<file path="config.mk">
export PLATFORM = sky130hd
export DESIGN_NAME = alu_regfile_flags_execute
export DESIGN_NICKNAME = d
export VERILOG_FILES = /design/src/sv/arf_pkg.sv /design/src/sv/arf_ram.sv /design/src/sv/arf_alu.sv /design/src/sv/alu_regfile_flags_execute.sv
export SDC_FILE = /design/constraint.sdc
export NUM_CORES = 1
export LEC_CHECK = 0
export BUFFER_PORTS_ARGS = -buffer_cell sky130_fd_sc_hd__buf_2
export CORE_ASPECT_RATIO = 0.5
export CORE_MARGIN = 1.5
export CORE_UTILIZATION = 50
export CTS_CLUSTER_SIZE = 12
export DETAILED_ROUTE_END_ITERATION = 7
export PLACE_DENSITY = 0.81
export SYNTH_ARGS = -nofsm -noshare
export SYNTH_HDL_FRONTEND = slang
export SYNTH_SLANG_ARGS = --single-unit
</file>
<file path="constraint.sdc">
create_clock -name clk_i -period 3.95 [get_ports clk_i]
set_input_delay 0.79 -clock clk_i [delete_from_list [all_inputs] [get_ports clk_i]]
set_output_delay 0.79 -clock clk_i [all_outputs]
set_load 0.02 [all_outputs]
</file>
<file path="src/sv/arf_pkg.sv">
// ----------------------------------------------------------------------------
// arf_pkg
// Shared types and constants for the 8-bit ALU execute unit.
// ----------------------------------------------------------------------------
`default_nettype none

package arf_pkg;

  localparam int unsigned DataW          = 8;
  localparam int unsigned FlagW          = 5;
  localparam int unsigned OpW            = 4;
  localparam int unsigned RegCodeW       = 2;
  localparam int unsigned NumRegsDefault = 4;

  // flag bit positions
  localparam int unsigned FlagC = 0;
  localparam int unsigned FlagZ = 1;
  localparam int unsigned FlagS = 2;
  localparam int unsigned FlagO = 3;
  localparam int unsigned FlagL = 4;

  localparam logic [DataW-1:0] ShiftMask = 8'h07;

  typedef enum logic [OpW-1:0] {
    OP_ADD   = 4'd0,
    OP_SUB   = 4'd1,
    OP_CMP   = 4'd2,
    OP_AND   = 4'd3,
    OP_OR    = 4'd4,
    OP_NOT   = 4'd5,
    OP_RSH   = 4'd6,
    OP_INC   = 4'd7,
    OP_DEC   = 4'd8,
    OP_COPY  = 4'd9,
    OP_ADDI  = 4'd10,
    OP_LOAD  = 4'd11,
    OP_STORE = 4'd12
  } op_e;

  typedef struct packed {
    logic [DataW-1:0] value;
    logic [FlagW-1:0] flags;
    logic             reg_we;
    logic             store;
    logic [DataW-1:0] store_addr;
    logic [DataW-1:0] store_data;
  } alu_res_t;

endpackage

`default_nettype wire

</file>
<file path="src/sv/arf_ram.sv">
// ----------------------------------------------------------------------------
// arf_ram
// Generic RAM, one write port and two registered read ports.
// ----------------------------------------------------------------------------
`default_nettype none

module arf_ram #(
  parameter int unsigned Width = 8,
  parameter int unsigned Depth = 4,
  localparam int unsigned AddrW = (Depth > 1) ? $clog2(Depth) : 1
) (
  input  wire logic             clk_i,
  input  wire logic             we_i,
  input  wire logic [AddrW-1:0] waddr_i,
  input  wire logic [Width-1:0] wdata_i,
  input  wire logic             re_i,
  input  wire logic [AddrW-1:0] raddr_a_i,
  input  wire logic [AddrW-1:0] raddr_b_i,
  output logic      [Width-1:0] rdata_a_o,
  output logic      [Width-1:0] rdata_b_o
);

  logic [Width-1:0] mem_q [Depth];

  always_ff @(posedge clk_i) begin
    if (we_i) begin
      mem_q[waddr_i] <= wdata_i;
    end
    if (re_i) begin
      rdata_a_o <= mem_q[raddr_a_i];
      rdata_b_o <= mem_q[raddr_b_i];
    end
  end

endmodule

`default_nettype wire

</file>
<file path="src/sv/arf_alu.sv">
// ----------------------------------------------------------------------------
// arf_alu
// Combinational ALU: result value, new flags, register write enable and store request.
// ----------------------------------------------------------------------------
`default_nettype none

module arf_alu (
  input  wire logic [arf_pkg::OpW-1:0]   op_i,
  input  wire logic [arf_pkg::DataW-1:0] x_i,
  input  wire logic [arf_pkg::DataW-1:0] y_i,
  input  wire logic [arf_pkg::DataW-1:0] imm_i,
  input  wire logic [arf_pkg::FlagW-1:0] flags_i,
  output arf_pkg::alu_res_t              res_o
);

  localparam int unsigned W = arf_pkg::DataW;

  arf_pkg::op_e   op;
  logic [W-1:0]   add_b;
  logic [W:0]     sum;
  logic [W:0]     diff;
  logic           add_ovf;
  logic           sub_ovf;
  logic [W-1:0]   shamt;
  logic [W-1:0]   rsh;
  logic [arf_pkg::FlagW-1:0] add_flags;
  logic [arf_pkg::FlagW-1:0] sub_flags;

  assign op    = arf_pkg::op_e'(op_i);
  assign add_b = (op == arf_pkg::OP_ADDI) ? imm_i : y_i;
  assign sum   = {1'b0, x_i} + {1'b0, add_b};
  assign diff  = {1'b0, x_i} - {1'b0, y_i};
  assign shamt = y_i & arf_pkg::ShiftMask;
  assign rsh   = x_i >> shamt;

  assign add_ovf = (x_i[W-1] == add_b[W-1]) && (sum[W-1] != x_i[W-1]);
  assign sub_ovf = (x_i[W-1] != y_i[W-1]) && (diff[W-1] != x_i[W-1]);

  always_comb begin
    add_flags = '0;
    add_flags[arf_pkg::FlagC] = sum[W];
    add_flags[arf_pkg::FlagZ] = (sum[W-1:0] == '0);
    add_flags[arf_pkg::FlagS] = sum[W-1];
    add_flags[arf_pkg::FlagO] = add_ovf;
    add_flags[arf_pkg::FlagL] = sum[W-1] ^ add_ovf;

    sub_flags = '0;
    sub_flags[arf_pkg::FlagC] = diff[W];  // borrow
    sub_flags[arf_pkg::FlagZ] = (diff[W-1:0] == '0);
    sub_flags[arf_pkg::FlagS] = diff[W-1];
    sub_flags[arf_pkg::FlagO] = sub_ovf;
    sub_flags[arf_pkg::FlagL] = diff[W-1] ^ sub_ovf;
  end

  // Z, S and L=S for logic ops, C and O cleared
  function automatic logic [arf_pkg::FlagW-1:0] logic_flags(input logic [W-1:0] r);
    logic [arf_pkg::FlagW-1:0] f;
    f = '0;
    f[arf_pkg::FlagZ] = (r == '0);
    f[arf_pkg::FlagS] = r[W-1];
    f[arf_pkg::FlagL] = r[W-1];
    return f;
  endfunction

  always_comb begin
    res_o            = '0;
    res_o.flags      = flags_i;
    res_o.reg_we     = 1'b1;
    case (op)
      arf_pkg::OP_ADD, arf_pkg::OP_ADDI: begin
        res_o.value = sum[W-1:0];
        res_o.flags = add_flags;
      end
      arf_pkg::OP_SUB: begin
        res_o.value = diff[W-1:0];
        res_o.flags = sub_flags;
      end
      arf_pkg::OP_CMP: begin
        res_o.value  = diff[W-1:0];
        res_o.flags  = sub_flags;
        res_o.reg_we = 1'b0;
      end
      arf_pkg::OP_AND: begin
        res_o.value = x_i & y_i;
        res_o.flags = logic_flags(x_i & y_i);
      end
      arf_pkg::OP_OR: begin
        res_o.value = x_i | y_i;
        res_o.flags = logic_flags(x_i | y_i);
      end
      arf_pkg::OP_NOT:  res_o.value = ~x_i;
      arf_pkg::OP_RSH: begin
        res_o.value = rsh;
        res_o.flags = logic_flags(rsh);
      end
      arf_pkg::OP_INC:  res_o.value = x_i + W'(1);
      arf_pkg::OP_DEC:  res_o.value = x_i - W'(1);
      arf_pkg::OP_COPY: res_o.value = y_i;
      arf_pkg::OP_LOAD: res_o.value = imm_i;
      arf_pkg::OP_STORE: begin
        res_o.reg_we     = 1'b0;
        res_o.store      = 1'b1;
        res_o.store_addr = y_i;
        res_o.store_data = x_i;
      end
      default: res_o.reg_we = 1'b0;
    endcase
  end

endmodule

`default_nettype wire

</file>
<file path="src/sv/alu_regfile_flags_execute.sv">
// Pipeline: register file read stage, then ALU stage into the result register.
// Throughput: one transaction per cycle unless the output stalls; the register
// file write of one item is forwarded to the read of the next, so dependent
// items do not stall.
// Reset: all registers read as zero (per-entry valid bits), flags cleared,
// both pipeline stages emptied.
// ----------------------------------------------------------------------------
// alu_regfile_flags_execute
// Execute unit of a tiny 8-bit processor: register file, flags and ALU.
// ----------------------------------------------------------------------------
`default_nettype none

module alu_regfile_flags_execute #(
  parameter int unsigned NUM_REGS = arf_pkg::NumRegsDefault
) (
  input  wire logic                           clk_i,
  input  wire logic                           rst_ni,
  input  wire logic                           in_valid_i,
  output logic                                in_ready_o,
  input  wire logic [arf_pkg::OpW-1:0]        req_type_i,
  input  wire logic [arf_pkg::RegCodeW-1:0]   dest_reg_i,
  input  wire logic [arf_pkg::RegCodeW-1:0]   src_reg_i,
  input  wire logic [arf_pkg::DataW-1:0]      immediate_i,
  output logic                                out_valid_o,
  input  wire logic                           out_ready_i,
  output logic      [arf_pkg::DataW-1:0]      result_value_o,
  output logic      [arf_pkg::FlagW-1:0]      flags_out_o,
  output logic                                store_valid_o,
  output logic      [arf_pkg::DataW-1:0]      store_addr_o,
  output logic      [arf_pkg::DataW-1:0]      store_data_o
);

  localparam int unsigned IdxW = (NUM_REGS > 1) ? $clog2(NUM_REGS) : 1;
  localparam int unsigned W    = arf_pkg::DataW;

  // register code wraps modulo NUM_REGS; code < 4 <= 2*NUM_REGS
  function automatic logic [IdxW-1:0] wrap_idx(input logic [arf_pkg::RegCodeW-1:0] code);
    logic [arf_pkg::RegCodeW-1:0] w;
    if (int'(code) >= int'(NUM_REGS)) begin
      w = arf_pkg::RegCodeW'(int'(code) - int'(NUM_REGS));
    end else begin
      w = code;
    end
    return IdxW'(w);
  endfunction

  logic                       accept;
  logic                       adv;
  logic [IdxW-1:0]            xi_new;
  logic [IdxW-1:0]            yi_new;

  // read stage
  logic                       s1_valid_q;
  logic [arf_pkg::OpW-1:0]    s1_op_q;
  logic [IdxW-1:0]            s1_xi_q;
  logic [W-1:0]               s1_imm_q;
  logic                       x_ovr_q, y_ovr_q;
  logic [W-1:0]               x_ovr_dat_q, y_ovr_dat_q;
  logic [W-1:0]               ram_x, ram_y;
  logic [W-1:0]               x_val, y_val;

  logic [NUM_REGS-1:0]        reg_vld_q;
  logic [arf_pkg::FlagW-1:0]  flags_q;

  arf_pkg::alu_res_t          res;
  logic                       rf_we;

  // result register
  logic                       out_valid_q;
  arf_pkg::alu_res_t          out_q;

  assign adv        = s1_valid_q && (!out_valid_q || out_ready_i);
  assign in_ready_o = !s1_valid_q || adv;
  assign accept     = in_valid_i && in_ready_o;
  assign xi_new     = wrap_idx(dest_reg_i);
  assign yi_new     = wrap_idx(src_reg_i);
  assign rf_we      = adv && res.reg_we;

  arf_ram #(
    .Width (W),
    .Depth (NUM_REGS)
  ) u_rf (
    .clk_i     (clk_i),
    .we_i      (rf_we),
    .waddr_i   (s1_xi_q),
    .wdata_i   (res.value),
    .re_i      (accept),
    .raddr_a_i (xi_new),
    .raddr_b_i (yi_new),
    .rdata_a_o (ram_x),
    .rdata_b_o (ram_y)
  );

  assign x_val = x_ovr_q ? x_ovr_dat_q : ram_x;
  assign y_val = y_ovr_q ? y_ovr_dat_q : ram_y;

  arf_alu u_alu (
    .op_i    (s1_op_q),
    .x_i     (x_val),
    .y_i     (y_val),
    .imm_i   (s1_imm_q),
    .flags_i (flags_q),
    .res_o   (res)
  );

  always_ff @(posedge clk_i or negedge rst_ni) begin
    if (!rst_ni) begin
      s1_valid_q  <= 1'b0;
      out_valid_q <= 1'b0;
      reg_vld_q   <= '0;
      flags_q     <= '0;
    end else begin
      if (accept) begin
        s1_valid_q <= 1'b1;
      end else if (adv) begin
        s1_valid_q <= 1'b0;
      end
      if (adv) begin
        out_valid_q <= 1'b1;
        flags_q     <= res.flags;
      end else if (out_ready_i) begin
        out_valid_q <= 1'b0;
      end
      if (rf_we) begin
        reg_vld_q[s1_xi_q] <= 1'b1;
      end
    end
  end

  // operand override: forward a same-cycle write, or zero for an unwritten entry
  always_ff @(posedge clk_i) begin
    if (accept) begin
      s1_op_q  <= req_type_i;
      s1_xi_q  <= xi_new;
      s1_imm_q <= immediate_i;
      if (rf_we && s1_xi_q == xi_new) begin
        x_ovr_q     <= 1'b1;
        x_ovr_dat_q <= res.value;
      end else begin
        x_ovr_q     <= !reg_vld_q[xi_new];
        x_ovr_dat_q <= '0;
      end
      if (rf_we && s1_xi_q == yi_new) begin
        y_ovr_q     <= 1'b1;
        y_ovr_dat_q <= res.value;
      end else begin
        y_ovr_q     <= !reg_vld_q[yi_new];
        y_ovr_dat_q <= '0;
      end
    end
    if (adv) begin
      out_q <= res;
    end
  end

  assign out_valid_o    = out_valid_q;
  assign result_value_o = out_q.value;
  assign flags_out_o    = out_q.flags;
  assign store_valid_o  = out_q.store;
  assign store_addr_o   = out_q.store_addr;
  assign store_data_o   = out_q.store_data;

endmodule

`default_nettype wire

</file>
# Word level (Yosys, flattened, before mapping)
# Memory sizes are Yosys's and may differ from the RTL's. A register that Yosys moved wholly into a read port is not among the register bits.
# Cells that the tools add are included.
dict set report totals {
  word_cells 94
  memories 1
  out_inout_bits 32
  inputBits 20
  register_bits 73
  ram_bits 32
}
# name depth word_bits rd rd_ports_with_merged_regs write_ports line_no
set mem_list {}
lappend mem_list {u_rf.mem_q 4 8 2 2 1 arf_ram.sv:23} ;# logic [Width-1:0] mem_q [Depth];
dict set report op_classes {
  n_eq_ne 18
  add_sub_neg 4
  order_cmp 4
  shifts 1
  n_mux 19
  n_bitwise 6
  n_reduce_logical 25
}
# cell n
set op_table {}
lappend op_table {{$pmux 8 s10} 1}
lappend op_table {{$logic_not 8->1} 5}
lappend op_table {{$pmux 5 s5} 1}
lappend op_table {{$mux 8} 3}
lappend op_table {{$eq 4x4->1 const B} 5}
lappend op_table {{$mux 17} 1}
lappend op_table {{$eq 4x3->1 const B} 4}
lappend op_table {{$reduce_or 11->1} 1}
lappend op_table {{$mux 1} 10}
lappend op_table {{$add 8x8->9} 1}
lappend op_table {{$lt 2x3->1 const B} 3}
lappend op_table {{$sub 8x8->9} 1}
lappend op_table {{$add 8x1->8 const B} 1}
lappend op_table {{$and 8x8->8} 1}
lappend op_table {{$eq 4x2->1 const B} 2}
lappend op_table {{$logic_and 1x1->1} 8}
lappend op_table {{$not 8->8} 1}
lappend op_table {{$or 8x8->8} 1}
lappend op_table {{$shr 8x3->8} 1}
lappend op_table {{$sub 8x1->8 const B} 1}
lappend op_table {{$bmux 1 s2} 2}
lappend op_table {{$eq 2x2->1} 2}
lappend op_table {{$eq 4x1->1 const B} 1}
lappend op_table {{$logic_not 1->1} 4}
lappend op_table {{10 further kinds} 16}

# Logic depth before layout (Yosys ltp)
dict set report logic_depth {
  ltp_word 7
  ltp_mapped 17
}

# Modules after synthesis
# From an unflattened synthesis, not the netlist that was laid out.
dict set report hier_totals {
  hier_cells 565
  hier_area_um2 6980.4
}
# module cells_per_inst n_inst area_per_inst_um2
set by_module_without_submodules {}
lappend by_module_without_submodules {alu_regfile_flags_execute 139 1 2713.9}
lappend by_module_without_submodules {arf_alu 354 1 2401.1}
lappend by_module_without_submodules {arf_ram 72 1 1865.5}

# Worst setup path after synthesis
# No wires, ideal clock.
dict set report synth_path {
  path_kind {reg2reg}
  from {reg y_ovr_q}
  to {reg out_q (netlist bit result_value_o[7]) (data pin)}
  slack_ns 0.009
  required_time_ns 3.688
  stages_incl_launch_ff 15
  t_arrival_ns 3.679
  setup_time_ns 0.262
  path_cell_list {edfxtp_1 > buf_2 > mux2i_4 > clkbuf_1 > ha_1 > or2_2 > a211oi_1 > o21ai_0 > a21oi_1 > nor2_1 > o21bai_1 > fa_1 > a221oi_1 > o211a_1 > inv_1}
}
# item line_no
set synth_rtl {}
lappend synth_rtl {{start, declared} alu_regfile_flags_execute.sv:57} ;# logic x_ovr_q, y_ovr_q;
lappend synth_rtl {{start signal, assigned} alu_regfile_flags_execute.sv:147} ;# y_ovr_q <= !reg_vld_q[yi_new];
lappend synth_rtl {{end signal, assigned} alu_regfile_flags_execute.sv:152} ;# out_q <= res;
lappend synth_rtl {{end, declared} alu_regfile_flags_execute.sv:70} ;# arf_pkg::alu_res_t out_q;

==> metrics.yaml <==
status: "finished clean"
min_path_type: "in -> async"
yosys_warnings: 0
post-dp-hpwl_um: 13600
place_congestion: 0.979
core-area_um2: 13500
placed_cells: 819
maxCapViolCount: 0
crit_type: "reg -> reg"
drv_slew: 0
overflow: 0
seq_area_frac_synth: 0.521
slew_headroom: 0.227
start_util: 0.509
cp.arrival_ps: 4030
antennaDiodeCount: 0
root_buffer: "clkbuf_16"
synthFlopType: "edfxtp_1"
finalHoldViolCount: 0
wl_um: 18800
cellPowerDensity_nw_per_um2: 536
fill_cells: 1052
portBuffers: 51
dr.pass1.iters: 5
ys_top_cells_by_area: "edfxtp_1 (48%), ha_1 (6.4%), mux4_2 (5.9%), nor2_1 (4.2%), dfrtp_1 (4.0%)"
fmax_mhz: 267
grt_pass1_wl_um: 28700
synthCells: 570
ys_seq_elements: 121
die_x_um: 169
synth.most_common_cell: "edfxtp_1"
die_area_um2: 14500
synth_edf_count: 110
fin_hold_ws_ps: 248
cts_inserted_buffers: 17
cts_max_level: 4
cts_tree: "yes"
finalSetupTns_ps: 0
vdd_drop_max_uv: 297
finalCritPeriodShare: 0.948
grt_usage: 0.272
synthArstFlopShare: 0.0909
ys_top_cells_by_count: "edfxtp_1 (110), nor2_1 (76), ha_1 (35)"
p_leak_nw: 3.21
worst_setup_path_end_kind: "flop"
vias: 5210
die_height_um: 85.9
grt_antenna_before_repair: 0
startpoint_type: "flop"
yosys.area.top_type: "edfxtp_1"
synth_fp_nets: 628
largest_register_ffs: 32
grt_busiest_layer: "met2"
area_growth_pct: 19.3
setup_viol: 0
cts.sinks: 121
clk_transition_reported_paths_ps: 60
num_rows: 30
use_met2: 0.409
worst_pin_slew_ps: 1160
ys_types: 73
synth_top_area_frac: 0.481
avgSynthCellArea_um2: 12.0
power.total_mw: 4.39
rsz0062_at_grt: "false"
viasPerCell: 6.12
drt_iter0_drc: 628
required_ps: 4230
synth.cell_area_um2: 6870
drive_gt1_frac: 0.263
finalCriticalPeriod_ps: 3750
drc_errors: 0
first_global_vias: 4916
skew_ps: 11.9
crit_fanout: 5
grtUsageMet1: 0.381
top_register: "u_rf.mem_q"
clk_latency_ps: 420
reg2reg_depth: 17
fin_nets: 721
drt.antenna.violating_nets: 0
pin_count: 52
clockBufferDepth: 2
use_met3: 0.0835
grt_max_degree: 49
wl_per_cell_um: 22.0
layout.cells.non_filler: 852
==> path summary, 6_finish.rpt <==
check,startpoint,to,slack [ps]
max in group asynchronous,rst_ni,flags_q[4]$_DFFE_PN0P_,3460
worst max register to register,y_ovr_q$_SDFFCE_PP1P_,flags_out_o[1]$_DFFE_PP_,200
worst max-delay path,y_ovr_q$_SDFFCE_PP1P_,flags_out_o[1]$_DFFE_PP_,200
min in group clk_i,reg_vld_q[0]$_DFFE_PN0P_,reg_vld_q[0]$_DFFE_PN0P_,500
worst min register to register,reg_vld_q[0]$_DFFE_PN0P_,reg_vld_q[0]$_DFFE_PN0P_,500
worst min-delay path,rst_ni,reg_vld_q[0]$_DFFE_PN0P_,250
==> layout by cell type, fill, tap and decap left out, drive strengths merged, types with 8 or more instances in the layout <==
| master | instances |
|---|---|
| nand2 | 22 |
| or2 | 8 |
| edfxtp | 110 |
| mux4 | 18 |
| clkbuf | 18 |
| mux2i | 23 |
| inv | 38 |
| ha | 35 |
| o21ai | 18 |
| xnor2 | 20 |
| nor2 | 76 |
| nand3 | 21 |
| dfrtp | 11 |
| a211oi | 9 |
| buf | 95 |
| a21oi | 27 |
==> where the power goes <==
group	leakage (nW)	switching, mW	internal, mW
Sequential	1.18	0.0513	1.55
Combinational	1.74	0.705	0.440
Clock	0.296	0.637	1.01
Total	3.21	1.39	3.00
==> through the flow <==
| step | instance area, µm² | utilization | setup slack, ps |
|---|---|---|---|
| after global routing | 8190 | 0.608 | 6.60 |
| after global placement | 7560 | 0.561 | 212 |
| after floorplan | 6870 | - | 8.68 |
| after CTS | 8180 | 0.607 | 114 |
| final | 8190 | 0.608 | 204 |
| after detailed placement | 7560 | 0.561 | 168 |
==> kinds of logic after synthesis <==
family | Yosys count | share of synthesized area
simple gates | 178 | 0.128
flops | 121 | 0.521
compound gates | 112 | 0.111
buf+inv | 55 | 0.0337
mux | 45 | 0.106
fa+ha+maj | 38 | 0.0725
xor+xnor | 21 | 0.0268
==> cell type report <==
cell class	instances	area, µm²	share of cell area
inverter	34	128	0.0156
multi-input combinational	394	3060	0.374
sequential	121	3580	0.437
timing repair buffer	95	586	0.0715
clock buffer	18	429	0.0524
clock inverter	14	189	0.0231
tap	176	220	0.0269
==> worst max-delay path: stages (launching register included) <==
cell and delay, ps:
edfxtp_1 490, buf_4 200, mux2i_4 180, ha_1 290, or2_2 310, a211oi_2 250
o21ai_0 110, a21oi_1 150, nor2_1 50, o21bai_1 180, fa_1 430, buf_4 160
nor2_1 120, nand3_1 90, nor3_1 200, nand4_1 120, nand4_1 160, o21a_1 150
==> metal layers <==
metal / wire (µm) / share of wire
met5: 0 / 0
met1: 8360 / 0.45
met3: 1970 / 0.10
met4: 299 / 0.016
met2: 8140 / 0.43
==> repair_timing <==
action / 4_1_cts / 5_1_grt
resized for setup: 0 / 1
hold buffers: 0 / 0
setup endpoints to repair: 0 / 9
setup buffers: 0 / 1
(Power assumes the default switching activity.)
